### config.mk
export PLATFORM = sky130hd
export DESIGN_NAME = lru_key_value_cache
export DESIGN_NICKNAME = d
export VERILOG_FILES = /design/src/rtl/core/lrukv_pkg.sv /design/src/rtl/core/lru_key_value_cache.sv
export SDC_FILE = /design/constraint.sdc
export NUM_CORES = 1
export LEC_CHECK = 0
export ABC_CLOCK_PERIOD_IN_PS = 8800
export BUFFER_PORTS_ARGS = -buffer_cell sky130_fd_sc_hd__buf_2
export CORE_ASPECT_RATIO = 0.8
export CORE_UTILIZATION = 40
export DETAILED_ROUTE_END_ITERATION = 10
export PLACE_DENSITY_LB_ADDON = 0.08
export SLEW_MARGIN = 25
export SYNTH_ARGS = -nofsm -noshare
export SYNTH_HDL_FRONTEND = slang
export SYNTH_SLANG_ARGS = --single-unit
### constraint.sdc
create_clock -name clk -period 8.8 [get_ports clk]
set_input_delay 0.88 -clock clk [delete_from_list [all_inputs] [get_ports clk]]
set_output_delay 0.88 -clock clk [all_outputs]
set_load 0.01 [all_outputs]
### src/rtl/core/lrukv_pkg.sv
`timescale 1ns / 1ps
// ----------------------------------------------------------------------------
// lrukv_pkg
// Types and constants shared by the LRU key-value cache.
// ----------------------------------------------------------------------------
package lrukv_pkg;

  localparam int ENTRIES = 16;
  localparam int IDX_W   = (ENTRIES > 1) ? $clog2(ENTRIES) : 1;
  localparam int CNT_W   = $clog2(ENTRIES + 1);
  localparam int RANK_W  = IDX_W;

  localparam int MODE_W  = 2;
  localparam int KEY_W   = 32;
  localparam int VAL_W   = 32;
  localparam int CAP_W   = 5;
  localparam int CMP_W   = (CAP_W > CNT_W) ? CAP_W : CNT_W;

  localparam int CFG_AW  = 3;
  localparam int CFG_DW  = 32;

  localparam logic [CAP_W-1:0]          CAP_RESET    = CAP_W'(16);
  localparam logic [CFG_AW-3:0]         REG_CAPACITY = '0;
  localparam logic signed [VAL_W-1:0]   VALUE_MISS   = -32'sd1;

  typedef enum logic [1:0] {
    MODE_GET      = 2'd0,
    MODE_PUT      = 2'd1,
    MODE_CONTAINS = 2'd2
  } mode_t;

  typedef enum logic [2:0] {
    S_IDLE,
    S_SCAN,
    S_DECIDE,
    S_UPD,
    S_DONE
  } state_t;

  typedef struct packed {
    logic [KEY_W-1:0]  key;
    logic [VAL_W-1:0]  value;
    logic [RANK_W-1:0] rank;
  } entry_t;

endpackage

### src/rtl/core/lru_key_value_cache.sv
`timescale 1ns / 1ps
// ----------------------------------------------------------------------------
// lru_key_value_cache
// Fully associative key-value cache with least-recently-used replacement.
// Entries live in one single-port-read, single-port-write memory; requests are
// served by a scan pass over all entries and, when state changes, a
// read-modify-write pass that rewrites the recency ranks.
// ----------------------------------------------------------------------------
// Sequence: accept, scan pass, decide, then an update pass for get hit and put,
//   then the result; get miss and contains skip the update pass.
// A new request is accepted only in idle, after the last result is issued;
//   each pass walks one entry per cycle through the single memory read port.
// Reset (synchronous, active low): all entries invalid, occupancy zero,
//   capacity 16; memory contents are not cleared.
// ----------------------------------------------------------------------------
module lru_key_value_cache (
  input  logic                                clk,
  input  logic                                rst_n,
  // request channel
  input  logic                                in_tvalid,
  output logic                                in_tready,
  input  logic [2*lrukv_pkg::KEY_W-1:0]       in_tdata,   // [31:0] key, [63:32] value
  input  logic [lrukv_pkg::MODE_W-1:0]        in_tuser,   // [1:0] mode
  // result channel
  output logic                                out_tvalid,
  input  logic                                out_tready,
  output logic [lrukv_pkg::VAL_W-1:0]         out_tdata,  // [31:0] value_out
  output logic [0:0]                          out_tuser,  // [0] found
  // configuration port
  input  logic                                cfg_psel,
  input  logic                                cfg_penable,
  input  logic                                cfg_pwrite,
  input  logic [lrukv_pkg::CFG_AW-1:0]        cfg_paddr,
  input  logic [lrukv_pkg::CFG_DW-1:0]        cfg_pwdata,
  output logic [lrukv_pkg::CFG_DW-1:0]        cfg_prdata,
  output logic                                cfg_pready
);
  import lrukv_pkg::*;

  // entry memory
  entry_t             mem [ENTRIES];
  entry_t             rd_data_r;
  logic               mem_we;
  logic [IDX_W-1:0]   mem_wa;
  logic [IDX_W-1:0]   mem_ra;
  entry_t             mem_wd;

  // control
  state_t             state_r, state_nxt;
  logic [CNT_W-1:0]   cnt_r, cnt_nxt;
  logic               rd_vld_r, rd_vld_nxt;
  logic [IDX_W-1:0]   rd_idx_r, rd_idx_nxt;
  logic [ENTRIES-1:0] valid_r, valid_nxt;
  logic [CNT_W-1:0]   occ_r, occ_nxt;
  logic [CAP_W-1:0]   capacity_r;
  logic               out_vld_r, out_vld_nxt;

  // request
  logic [MODE_W-1:0]  mode_r, mode_nxt;
  logic [KEY_W-1:0]   key_r, key_nxt;
  logic [VAL_W-1:0]   val_r, val_nxt;

  // scan results
  logic               hit_r, hit_nxt;
  logic [IDX_W-1:0]   hit_idx_r, hit_idx_nxt;
  logic [RANK_W-1:0]  hit_rank_r, hit_rank_nxt;
  logic [VAL_W-1:0]   hit_val_r, hit_val_nxt;
  logic               vic_ok_r, vic_ok_nxt;
  logic [IDX_W-1:0]   vic_idx_r, vic_idx_nxt;
  logic [RANK_W-1:0]  vic_rank_r, vic_rank_nxt;
  logic               free_ok_r, free_ok_nxt;
  logic [IDX_W-1:0]   free_idx_r, free_idx_nxt;

  // update pass
  logic [IDX_W-1:0]   tgt_r, tgt_nxt;
  logic [RANK_W-1:0]  thr_r, thr_nxt;
  logic               ins_r, ins_nxt;
  entry_t             upd_data;

  // result
  logic               res_found_r, res_found_nxt;
  logic [VAL_W-1:0]   res_value_r, res_value_nxt;
  logic               out_found_r, out_found_nxt;
  logic [VAL_W-1:0]   out_value_r, out_value_nxt;

  logic [CMP_W-1:0]   cap_ext;
  logic [CMP_W-1:0]   eff_cap;
  logic               full;
  logic               cfg_wr;

  // --------------------------------------------------------------------------
  // configuration
  // --------------------------------------------------------------------------
  assign cfg_pready = 1'b1;
  assign cfg_wr     = cfg_psel && cfg_penable && cfg_pwrite && cfg_pready;
  assign cfg_prdata = (cfg_paddr[CFG_AW-1:2] == REG_CAPACITY) ?
                      CFG_DW'(capacity_r) : '0;

  always_comb begin
    cap_ext = CMP_W'(capacity_r);
    if (capacity_r == '0) begin
      eff_cap = CMP_W'(1);
    end else if (cap_ext > CMP_W'(ENTRIES)) begin
      eff_cap = CMP_W'(ENTRIES);
    end else begin
      eff_cap = cap_ext;
    end
    full = (CMP_W'(occ_r) >= eff_cap);
  end

  // --------------------------------------------------------------------------
  // rewritten entry for the update pass
  // --------------------------------------------------------------------------
  always_comb begin
    upd_data = rd_data_r;
    if (rd_idx_r == tgt_r) begin
      upd_data.rank = '0;
      if (ins_r) begin
        upd_data.key   = key_r;
        upd_data.value = val_r;
      end else if (mode_r == MODE_PUT) begin
        upd_data.value = val_r;
      end
    end else if (valid_r[rd_idx_r] && (ins_r || (rd_data_r.rank < thr_r))) begin
      upd_data.rank = rd_data_r.rank + RANK_W'(1);
    end
  end

  // --------------------------------------------------------------------------
  // sequencer
  // --------------------------------------------------------------------------
  always_comb begin
    state_nxt     = state_r;
    cnt_nxt       = cnt_r;
    valid_nxt     = valid_r;
    occ_nxt       = occ_r;
    out_vld_nxt   = out_vld_r;
    mode_nxt      = mode_r;
    key_nxt       = key_r;
    val_nxt       = val_r;
    hit_nxt       = hit_r;
    hit_idx_nxt   = hit_idx_r;
    hit_rank_nxt  = hit_rank_r;
    hit_val_nxt   = hit_val_r;
    vic_ok_nxt    = vic_ok_r;
    vic_idx_nxt   = vic_idx_r;
    vic_rank_nxt  = vic_rank_r;
    free_ok_nxt   = free_ok_r;
    free_idx_nxt  = free_idx_r;
    tgt_nxt       = tgt_r;
    thr_nxt       = thr_r;
    ins_nxt       = ins_r;
    res_found_nxt = res_found_r;
    res_value_nxt = res_value_r;
    out_found_nxt = out_found_r;
    out_value_nxt = out_value_r;

    in_tready     = 1'b0;
    mem_ra        = cnt_r[IDX_W-1:0];
    rd_idx_nxt    = cnt_r[IDX_W-1:0];
    rd_vld_nxt    = 1'b0;
    mem_we        = 1'b0;
    mem_wa        = rd_idx_r;
    mem_wd        = upd_data;

    if (out_vld_r && out_tready) begin
      out_vld_nxt = 1'b0;
    end

    case (state_r)
      S_IDLE: begin
        in_tready = 1'b1;
        if (in_tvalid) begin
          mode_nxt    = in_tuser;
          key_nxt     = in_tdata[KEY_W-1:0];
          val_nxt     = in_tdata[2*KEY_W-1:KEY_W];
          hit_nxt     = 1'b0;
          vic_ok_nxt  = 1'b0;
          free_ok_nxt = 1'b0;
          cnt_nxt     = '0;
          state_nxt   = S_SCAN;
        end
      end

      S_SCAN: begin
        if (cnt_r < CNT_W'(ENTRIES)) begin
          rd_vld_nxt = 1'b1;
          cnt_nxt    = cnt_r + CNT_W'(1);
        end
        if (rd_vld_r) begin
          if (valid_r[rd_idx_r]) begin
            if (!hit_r && (rd_data_r.key == key_r)) begin
              hit_nxt      = 1'b1;
              hit_idx_nxt  = rd_idx_r;
              hit_rank_nxt = rd_data_r.rank;
              hit_val_nxt  = rd_data_r.value;
            end
            // oldest entry: strictly greater keeps the lowest index on ties
            if (!vic_ok_r || (rd_data_r.rank > vic_rank_r)) begin
              vic_ok_nxt   = 1'b1;
              vic_idx_nxt  = rd_idx_r;
              vic_rank_nxt = rd_data_r.rank;
            end
          end else if (!free_ok_r) begin
            free_ok_nxt  = 1'b1;
            free_idx_nxt = rd_idx_r;
          end
          if (rd_idx_r == IDX_W'(ENTRIES - 1)) begin
            state_nxt = S_DECIDE;
          end
        end
      end

      S_DECIDE: begin
        res_found_nxt = hit_r;
        res_value_nxt = '0;
        cnt_nxt       = '0;
        state_nxt     = S_DONE;
        if (mode_r == MODE_GET) begin
          if (hit_r) begin
            res_value_nxt = hit_val_r;
            tgt_nxt       = hit_idx_r;
            thr_nxt       = hit_rank_r;
            ins_nxt       = 1'b0;
            state_nxt     = S_UPD;
          end else begin
            res_value_nxt = VALUE_MISS;
          end
        end else if (mode_r == MODE_PUT) begin
          if (hit_r) begin
            tgt_nxt   = hit_idx_r;
            thr_nxt   = hit_rank_r;
            ins_nxt   = 1'b0;
            state_nxt = S_UPD;
          end else if (full && vic_ok_r) begin
            // evict and refill the same slot: valid and occupancy unchanged
            tgt_nxt   = vic_idx_r;
            ins_nxt   = 1'b1;
            state_nxt = S_UPD;
          end else if (free_ok_r) begin
            tgt_nxt             = free_idx_r;
            ins_nxt             = 1'b1;
            valid_nxt[free_idx_r] = 1'b1;
            occ_nxt             = occ_r + CNT_W'(1);
            state_nxt           = S_UPD;
          end
        end
      end

      S_UPD: begin
        // entry i is written in the cycle after its read, while i+1 is read,
        // so a read never meets a pending write to the same entry
        if (cnt_r < CNT_W'(ENTRIES)) begin
          rd_vld_nxt = 1'b1;
          cnt_nxt    = cnt_r + CNT_W'(1);
        end
        if (rd_vld_r) begin
          mem_we = 1'b1;
          if (rd_idx_r == IDX_W'(ENTRIES - 1)) begin
            state_nxt = S_DONE;
          end
        end
      end

      S_DONE: begin
        if (!out_vld_r || out_tready) begin
          out_vld_nxt   = 1'b1;
          out_found_nxt = res_found_r;
          out_value_nxt = res_value_r;
          state_nxt     = S_IDLE;
        end
      end

      default: begin
        state_nxt = S_IDLE;
      end
    endcase
  end

  // --------------------------------------------------------------------------
  // registers
  // --------------------------------------------------------------------------
  always_ff @(posedge clk) begin
    if (!rst_n) begin
      state_r    <= S_IDLE;
      cnt_r      <= '0;
      rd_vld_r   <= 1'b0;
      valid_r    <= '0;
      occ_r      <= '0;
      capacity_r <= CAP_RESET;
      out_vld_r  <= 1'b0;
      hit_r      <= 1'b0;
      vic_ok_r   <= 1'b0;
      free_ok_r  <= 1'b0;
      ins_r      <= 1'b0;
    end else begin
      state_r    <= state_nxt;
      cnt_r      <= cnt_nxt;
      rd_vld_r   <= rd_vld_nxt;
      valid_r    <= valid_nxt;
      occ_r      <= occ_nxt;
      out_vld_r  <= out_vld_nxt;
      hit_r      <= hit_nxt;
      vic_ok_r   <= vic_ok_nxt;
      free_ok_r  <= free_ok_nxt;
      ins_r      <= ins_nxt;
      if (cfg_wr && (cfg_paddr[CFG_AW-1:2] == REG_CAPACITY)) begin
        capacity_r <= cfg_pwdata[CAP_W-1:0];
      end
    end
  end

  always_ff @(posedge clk) begin
    rd_idx_r    <= rd_idx_nxt;
    mode_r      <= mode_nxt;
    key_r       <= key_nxt;
    val_r       <= val_nxt;
    hit_idx_r   <= hit_idx_nxt;
    hit_rank_r  <= hit_rank_nxt;
    hit_val_r   <= hit_val_nxt;
    vic_idx_r   <= vic_idx_nxt;
    vic_rank_r  <= vic_rank_nxt;
    free_idx_r  <= free_idx_nxt;
    tgt_r       <= tgt_nxt;
    thr_r       <= thr_nxt;
    res_found_r <= res_found_nxt;
    res_value_r <= res_value_nxt;
    out_found_r <= out_found_nxt;
    out_value_r <= out_value_nxt;
  end

  // entry memory, registered read
  always_ff @(posedge clk) begin
    if (mem_we) begin
      mem[mem_wa] <= mem_wd;
    end
    rd_data_r <= mem[mem_ra];
  end

  assign out_tvalid   = out_vld_r;
  assign out_tdata    = out_value_r;
  assign out_tuser[0] = out_found_r;

  // --------------------------------------------------------------------------
  // assertions
  // --------------------------------------------------------------------------
  a_occ_matches_valid: assert property (@(posedge clk) disable iff (!rst_n)
    (state_r == S_IDLE) |-> ($countones(valid_r) == int'(occ_r)))
    else $error("occupancy count disagrees with valid bits");

  a_accept_starts_scan: assert property (@(posedge clk) disable iff (!rst_n)
    (in_tvalid && in_tready) |=> (state_r == S_SCAN))
    else $error("accepted request did not start a scan");

  a_write_follows_read: assert property (@(posedge clk) disable iff (!rst_n)
    mem_we |-> (mem_wa == $past(mem_ra)))
    else $error("update write does not match the entry read before it");

  a_result_from_done: assert property (@(posedge clk) disable iff (!rst_n)
    $rose(out_vld_r) |-> ($past(state_r) == S_DONE))
    else $error("result raised outside the completion state");

endmodule
==> results of run 1 <==
-- logic make-up after synthesis --
| logic type | count (synthesis) | synth area share [%] |
|---|---|---|
| multiplexers | 423 | 16.60 |
| AND/OR/NAND/NOR | 158 | 1.530 |
| flip-flops | 1392 | 78.08 |
| AO/OA/AOI/OAI | 92 | 1.059 |
| adder cells (fa/ha/maj) | 15 | 0.3602 |
| other | 2 | 0.01441 |
| buffers and inverters | 180 | 1.683 |
| XOR/XNOR | 40 | 0.6724 |
-- cells in the final DEF, fill, tap and decap left out, types with 5 or more instances in the layout --
cell type / synthesis / final
mux2i_1: 12 / 12
a21oi_1: 48 / 48
bufinv_16: 0 / 8
mux4_2: 340 / 340
xor2_1: 32 / 32
edfxtp_1: 1280 / 1280
nand4_1: 5 / 5
clkbuf_1: 52 / 29
dfxtp_4: 0 / 5
clkbuf_16: 0 / 153
buf_2: 32 / 118
nand3_1: 5 / 5
dfxtp_1: 112 / 107
ha_1: 15 / 15
nor2b_1: 8 / 8
clkinv_2: 0 / 32
nor3_1: 13 / 9
clkinv_1: 1 / 24
conb_1: 2 / 28
xnor2_1: 8 / 8
clkbuf_8: 0 / 10
mux2_1: 14 / 14
nor2_4: 0 / 13
nor2_1: 43 / 29
inv_1: 49 / 48
mux2_2: 51 / 51
o21ai_0: 18 / 18
buf_4: 29 / 50
nor4_1: 8 / 7
nand2_1: 43 / 42
nand2b_1: 12 / 12
-- path summary, 6_finish.rpt --
path,depth (start not counted),endpoint,from,slack (ns)
max,7,hit_val_r[25],key_r[3],4.80
min,1,key_r[3],in_tdata[3],0.29
max reg2reg,7,hit_val_r[25],key_r[3],4.80
min reg2reg,0,thr_r[0],hit_rank_r[0],0.42
-- registers in the layout, indices dropped and copies added, names as in the netlist, 5 cells and up --
name and flops:
mem 1088, key_r 32, hit_val_r 32, rd_data_r 68, occ_r 5, cap_ext 5
val_r 32, out_tdata 32, res_value_r 32, cnt_r 5, valid_r 16
-- area by class of cell --
cell class	count	area share (%)
sequential	1392	68.42
inverter	50	0.3155
tap	1740	3.660
clock buffer	192	6.852
multi-input combinational	756	18.11
clock inverter	68	0.9088
timing repair buffer	171	1.725
-- layer usage --
metal / wire length, µm / GRT usage [%] / vias to the layer above
met3: 5390 / 3.038 / 139
li1: - / - / 9939
met1: 54980 / 27.08 / 12910
met4: 1998 / 4.701 / 0
met2: 59320 / 30.32 / 535
met5: 0 / 0 / -
-- stage by stage --
stage	utilization, %	std cells
final	45.99	4369
after CTS	45.99	4369
after global placement	42.42	4109
after global routing	45.99	4369
after detailed placement	42.42	4109
after floorplan	-	2328
-- critical path, cell delays in order (launching register included) --
cell and delay, ns:
edfxtp_1 0.44, xor2_1 0.21, nor4_1 0.92, nand4_1 0.16, nor3_1 0.78, inv_1 0.18, nor2_4 0.13, buf_4 0.69
-- where the power goes --
| part | switching, mW | total, mW | internal (mW) |
|---|---|---|---|
| registers | 0.0381 | 7.29 | 7.25 |
| logic | 0.226 | 0.411 | 0.185 |
| clock network | 2.47 | 5.95 | 3.48 |
| total | 2.74 | 13.7 | 10.9 |
-- cells in the mapped netlist, drive strengths merged, types with 12 or more instances --
master  number  area, µm²
nor3        13      65.06
nand2b      12      75.07
buf         78      494.2
nand2       43      161.4
edfxtp    1280      38440
mux2i       14      156.4
o21ai       24      135.1
a21oi       48      240.2
clkbuf      52      195.2
xor2        32      280.3
ha          15      187.7
mux4       344       7762
mux2        65      731.9
nor2        44      167.7
dfxtp      112       2242
inv         49      183.9
==> flow_metrics.env, run 1 <==
export IMPL_run_status="finished, final reports clean"
export IMPL_p_total_mw=13.66
export IMPL_final_area_um2=59480
export IMPL_grtUsageTotal_pct=18.91
export IMPL_drt_pass1_iter_count=6
export IMPL_start_util_pct=40.28
export IMPL_synth_edf_count=1280
export IMPL_die_w_um=405.5
export IMPL_drtAntennaViolNets=0
export IMPL_maxCapViolCount=0
export IMPL_cts_buffer_depth=3
export IMPL_num_rows=118
export IMPL_slew_violations=0
export IMPL_ir_drop_uv=204.2
export IMPL_cts_htree_levels=4
export IMPL_fin_skew_ns=0.02639
export IMPL_start_kind="register"
export IMPL_hold_ws_ns=0.2928
export IMPL_synth_area_um2=52100
export IMPL_num_vias=23520
export IMPL_port_buffers=118
export IMPL_grt_max_degree=151
export IMPL_gp_congestion=0.7362
export IMPL_insertion_delay_ns=0.77
export IMPL_grt_pass1_vias=24950
export IMPL_slew_headroom_pct=24.56
export IMPL_ys_seq_elements=1392
export IMPL_antenna_found_initial=3
export IMPL_antenna_cells=0
export IMPL_area_delta_synth_final_pct=14.16
export IMPL_fill_cells=10770
export IMPL_cts_setup_buffers=0
export IMPL_crit_type="register to register"
export IMPL_clk_pin_slew_worst_paths_ns=0.06
export IMPL_rsz0062_at_grt="no"
export IMPL_hp_class="input pin to register"
export IMPL_cts_sinks=1392
export IMPL_die_area_um2=131700
export IMPL_tightest_slew_ns=1.121
export IMPL_synth_cell_type_count=61
export IMPL_yosys_most_used_dff="edfxtp_1"
export IMPL_finalSetupViolations=0
export IMPL_drt_iter0_markers=2132
export IMPL_clockRootBuffer="clkbuf_16"
export IMPL_syn_inst=2302
export IMPL_min_period_ns=4.003
export IMPL_cts_inserted_buffers=142
export IMPL_grt_pass1_wl_um=176000
export IMPL_ys_seq_area_share_pct=78.08
export IMPL_overflow=0
export IMPL_max_freq_ghz=0.2498
export IMPL_wl_per_cell_um=27.85
export IMPL_endpoint_kind="register"
export IMPL_vias_per_cell=5.383
export IMPL_multi_input_area_um2=10770
export IMPL_tns_ns=0
export IMPL_num_nets_final=2636
export IMPL_synthArstFlopShare_pct=0
export IMPL_p_per_area_nw_per_um2=229.6
export IMPL_cts_tree="done"
export IMPL_syn_area_per_cell_um2=22.63
export IMPL_cts_resized=0
export IMPL_finalHoldViolCount=0
export IMPL_place_area_um2=54860
export IMPL_totalWireLength_um=121700
export IMPL_synth_warnings=0
export IMPL_cts_hold_buf=0
export IMPL_regArea_um2=40700
export IMPL_die_h_um=324.8
export IMPL_p_leak_nw=18.72
export IMPL_post_place_ws_ns=4.882
export IMPL_drc=0
export IMPL_required_ns=9.17
export IMPL_dp_hpwl_um=59170
export IMPL_layout_setup_ws_ns=4.797
export IMPL_cp_max_fo=40
export IMPL_io_pin_count=176
export IMPL_drive_above_1_share_pct=30.92
export IMPL_period_share_pct=45.49
export IMPL_coreArea_um2=129300
export IMPL_arrival_ns=4.37
(Power assumes the default switching activity.)
==> run 2, diff against run 1 <==
--- a/config.mk
+++ b/config.mk
@@ -5,7 +5,8 @@
 export SDC_FILE = /design/constraint.sdc
 export NUM_CORES = 1
 export LEC_CHECK = 0
-export ABC_CLOCK_PERIOD_IN_PS = 8800
+export ABC_AREA = 1
+export ABC_CLOCK_PERIOD_IN_PS = 3700
 export BUFFER_PORTS_ARGS = -buffer_cell sky130_fd_sc_hd__buf_2
 export CORE_ASPECT_RATIO = 0.8
 export CORE_UTILIZATION = 40
==> constraint.sdc (replaced) <==
create_clock -name clk -period 3.7 [get_ports clk]
set_input_delay 0.37 -clock clk [delete_from_list [all_inputs] [get_ports clk]]
set_output_delay 0.37 -clock clk [all_outputs]
set_load 0.01 [all_outputs]
==> flow_metrics.env, run 2 <==
export IMPL_ys_seq_elements=1392
export IMPL_start_kind="register"
export IMPL_drt_pass1_iter_count=7
export IMPL_cp_max_fo=17
export IMPL_endpoint_kind="register"
export IMPL_cts_buffer_depth=3
export IMPL_multi_input_area_um2=11460
export IMPL_finalSetupViolations=0
export IMPL_regArea_um2=40690
export IMPL_synth_warnings=0
export IMPL_place_area_um2=57150
export IMPL_port_buffers=118
export IMPL_die_w_um=411.2
export IMPL_rsz0062_at_grt="no"
export IMPL_r2r_start="state_r[0]"
export IMPL_grtUsageTotal_pct=20.42
export IMPL_crit_end="mem[1][48]"
export IMPL_synthArstFlopShare_pct=0
export IMPL_syn_inst=3858
export IMPL_syn_area_per_cell_um2=13.89
export IMPL_io_pin_count=176
export IMPL_crit_type="register to register"
export IMPL_max_freq_ghz=0.3307
export IMPL_final_common_cell="edfxtp_1"
export IMPL_cts_resized=0
export IMPL_cts_sinks=1392
export IMPL_startpoint="state_r[0]"
export IMPL_drc=0
export IMPL_die_area_um2=135400
export IMPL_fill_cells=11650
export IMPL_gp_congestion=0.7476
export IMPL_crit_chain="inv_1 > nor2_1 > inv_1 > nor2_1 > inv_1 > nor2_1 > nand3_1 > nor2_4 > buf_12"
export IMPL_num_vias=31690
export IMPL_wl_per_cell_um=22.97
export IMPL_num_nets_final=4232
export IMPL_min_period_ns=3.024
export IMPL_tightest_slew_ns=1.048
export IMPL_cp_depth=9
export IMPL_arrival_ns=3.49
export IMPL_reg2reg_depth=9
export IMPL_crit_slowest_cell="nor2_4"
export IMPL_final_cell_mix="edfxtp_1, nor2_1, nand2_1"
export IMPL_path_buf_inv=4
export IMPL_fin_skew_ns=0.02840
export IMPL_p_total_mw=39.94
export IMPL_start_util_pct=40.52
export IMPL_maxCapViolCount=0
export IMPL_dp_hpwl_um=74300
export IMPL_cts_htree_levels=4
export IMPL_totalWireLength_um=137500
export IMPL_period_share_pct=81.72
export IMPL_ys_seq_area_share_pct=75.93
export IMPL_synthMostInstantiatedCell="edfxtp_1"
export IMPL_synth_area_leaders="edfxtp_1, nor2_1, dfxtp_1, o21ai_0, o32ai_1"
export IMPL_num_rows=119
export IMPL_cts_setup_buffers=0
export IMPL_synth_area_um2=53580
export IMPL_drtAntennaViolNets=0
export IMPL_clk_pin_slew_worst_paths_ns=0.06
export IMPL_coreArea_um2=132200
export IMPL_tns_ns=0
export IMPL_final_core_util_pct=47.36
export IMPL_p_per_area_nw_per_um2=637.8
export IMPL_vias_per_cell=5.294
export IMPL_drive_above_1_share_pct=12.62
export IMPL_synth_top_area_share_pct=71.74
export IMPL_final_area_um2=62620
export IMPL_grt_pass1_vias=30320
export IMPL_die_h_um=329.3
export IMPL_grt_max_degree=139
export IMPL_regMostFlops="mem"
export IMPL_synth_top_area_cell="edfxtp_1"
export IMPL_rrSetupSlack_ns=0.68
export IMPL_slowest_delay_ns=0.70
export IMPL_antenna_found_initial=4
export IMPL_largest_registers="mem (1088), rd_data_r (68)"
export IMPL_overflow=0
export IMPL_largest_reg_flops=1088
export IMPL_finalHoldViolCount=0
export IMPL_area_delta_synth_final_pct=16.88
export IMPL_synth_cell_type_count=43
export IMPL_run_status="finished, final reports clean"
export IMPL_drt_iter0_markers=2651
export IMPL_p_leak_nw=20.69
export IMPL_critPathTopFamily="simple AND/OR/NAND/NOR gates"
export IMPL_cts_inserted_buffers=146
export IMPL_cts_tree="done"
export IMPL_yosys_most_used_dff="edfxtp_1"
export IMPL_rr_endpoint="mem[1][48]"
export IMPL_grt_pass1_wl_um=204700
export IMPL_insertion_delay_ns=0.78
export IMPL_hp_class="input pin to register"
export IMPL_ir_drop_uv=477.0
export IMPL_clockRootBuffer="clkbuf_16"
export IMPL_slew_violations=0
export IMPL_synth_edf_count=1280
export IMPL_required_ns=4.16
export IMPL_netlist_top_cells_count="edfxtp_1, nor2_1, nand2_1"
export IMPL_slew_headroom_pct=30.14
==> run 2: how the worst min path moves through the flow <==
stage / slack [ns] / endpoint / depth (start not counted) / from
3_5_place_dp: 0.41 / out_tdata[17] / 0 / res_value_r[17]
2_1_floorplan: 0.33 / mem_wa[2] / 0 / cnt_r[2]
5_1_grt: 0.17 / cap_ext[3] / 4 / cfg_psel
6_report: 0.18 / cap_ext[1] / 4 / cfg_psel
4_1_cts: 0.11 / free_ok_r / 4 / in_tvalid
3_3_place_gp: 0.40 / thr_r[1] / 0 / hit_rank_r[1]
==> run 2: layout make-up <==
type | count | share of cell area, %
Clock inverter | 69 | 0.9950
Timing Repair Buffer | 332 | 5.009
Antenna cell | 2 | 0.007992
Tap cell | 1754 | 3.505
Multi-Input combinational cell | 2113 | 18.30
Clock buffer | 201 | 6.440
Inverter | 124 | 0.7633
Sequential cell | 1392 | 64.98
==> run 2: stage by stage <==
step,setup slack [ns],hold WS [ns],std cells
floorplan,-0.8607,0.3258,3884
global placement,0.7392,0.4010,5636
detailed placement,0.6661,0.4051,5636
CTS,0.6475,0.1055,5985
global route,0.4218,0.1704,5985
finish,0.6762,0.1766,5987
==> run 2: kinds of logic after synthesis <==
kind of cell               count (synthesis)  synth area share (%)
buffers and inverters                    379                 3.167
DFF                                     1392                 75.93
and+or+nand+nor                         1235                 9.138
other                                      2               0.01402
adders and majority gates                 15                0.3503
xor gates and xnor gates                  12                0.1962
AOI/OAI and AO/OA                        678                 8.414
muxes                                    145                 2.793
==> run 2: report_power, final <==
part / switching [mW] / leakage (nW) / total, mW / internal [mW]
logic: 4.37 / 5.93 / 6.26 / 1.90
clock network: 6.10 / 2.29 / 14.4 / 8.28
registers: 0.408 / 12.5 / 19.3 / 18.9
total: 10.9 / 20.7 / 39.9 / 29.1
==> run 2: worst min-delay path, delay by kind of cell <==
| family | cells | cell delay [ns] |
|---|---|---|
| and+or+nand+nor | 1 | 0.19 |
| buffers and inverters | 2 | 0.19 |
| AOI/OAI and AO/OA | 1 | 0.15 |
==> run 2: per-layer routing <==
| metal | vias to the layer above | share of wire, % | global-route usage, % |
|---|---|---|---|
| li1 | 14790 | - | - |
| met4 | 0 | 1.5 | 5.011 |
| met2 | 748 | 44 | 30.16 |
| met5 | - | 0 | 0 |
| met1 | 16010 | 50 | 31.56 |
| met3 | 149 | 4.8 | 2.942 |
==> run 2: what timing repair did <==
action                                 4_1_cts  5_1_grt
endpoints found under the hold margin       78        0
setup endpoints to repair                    0        0
hold buffers                                79        0
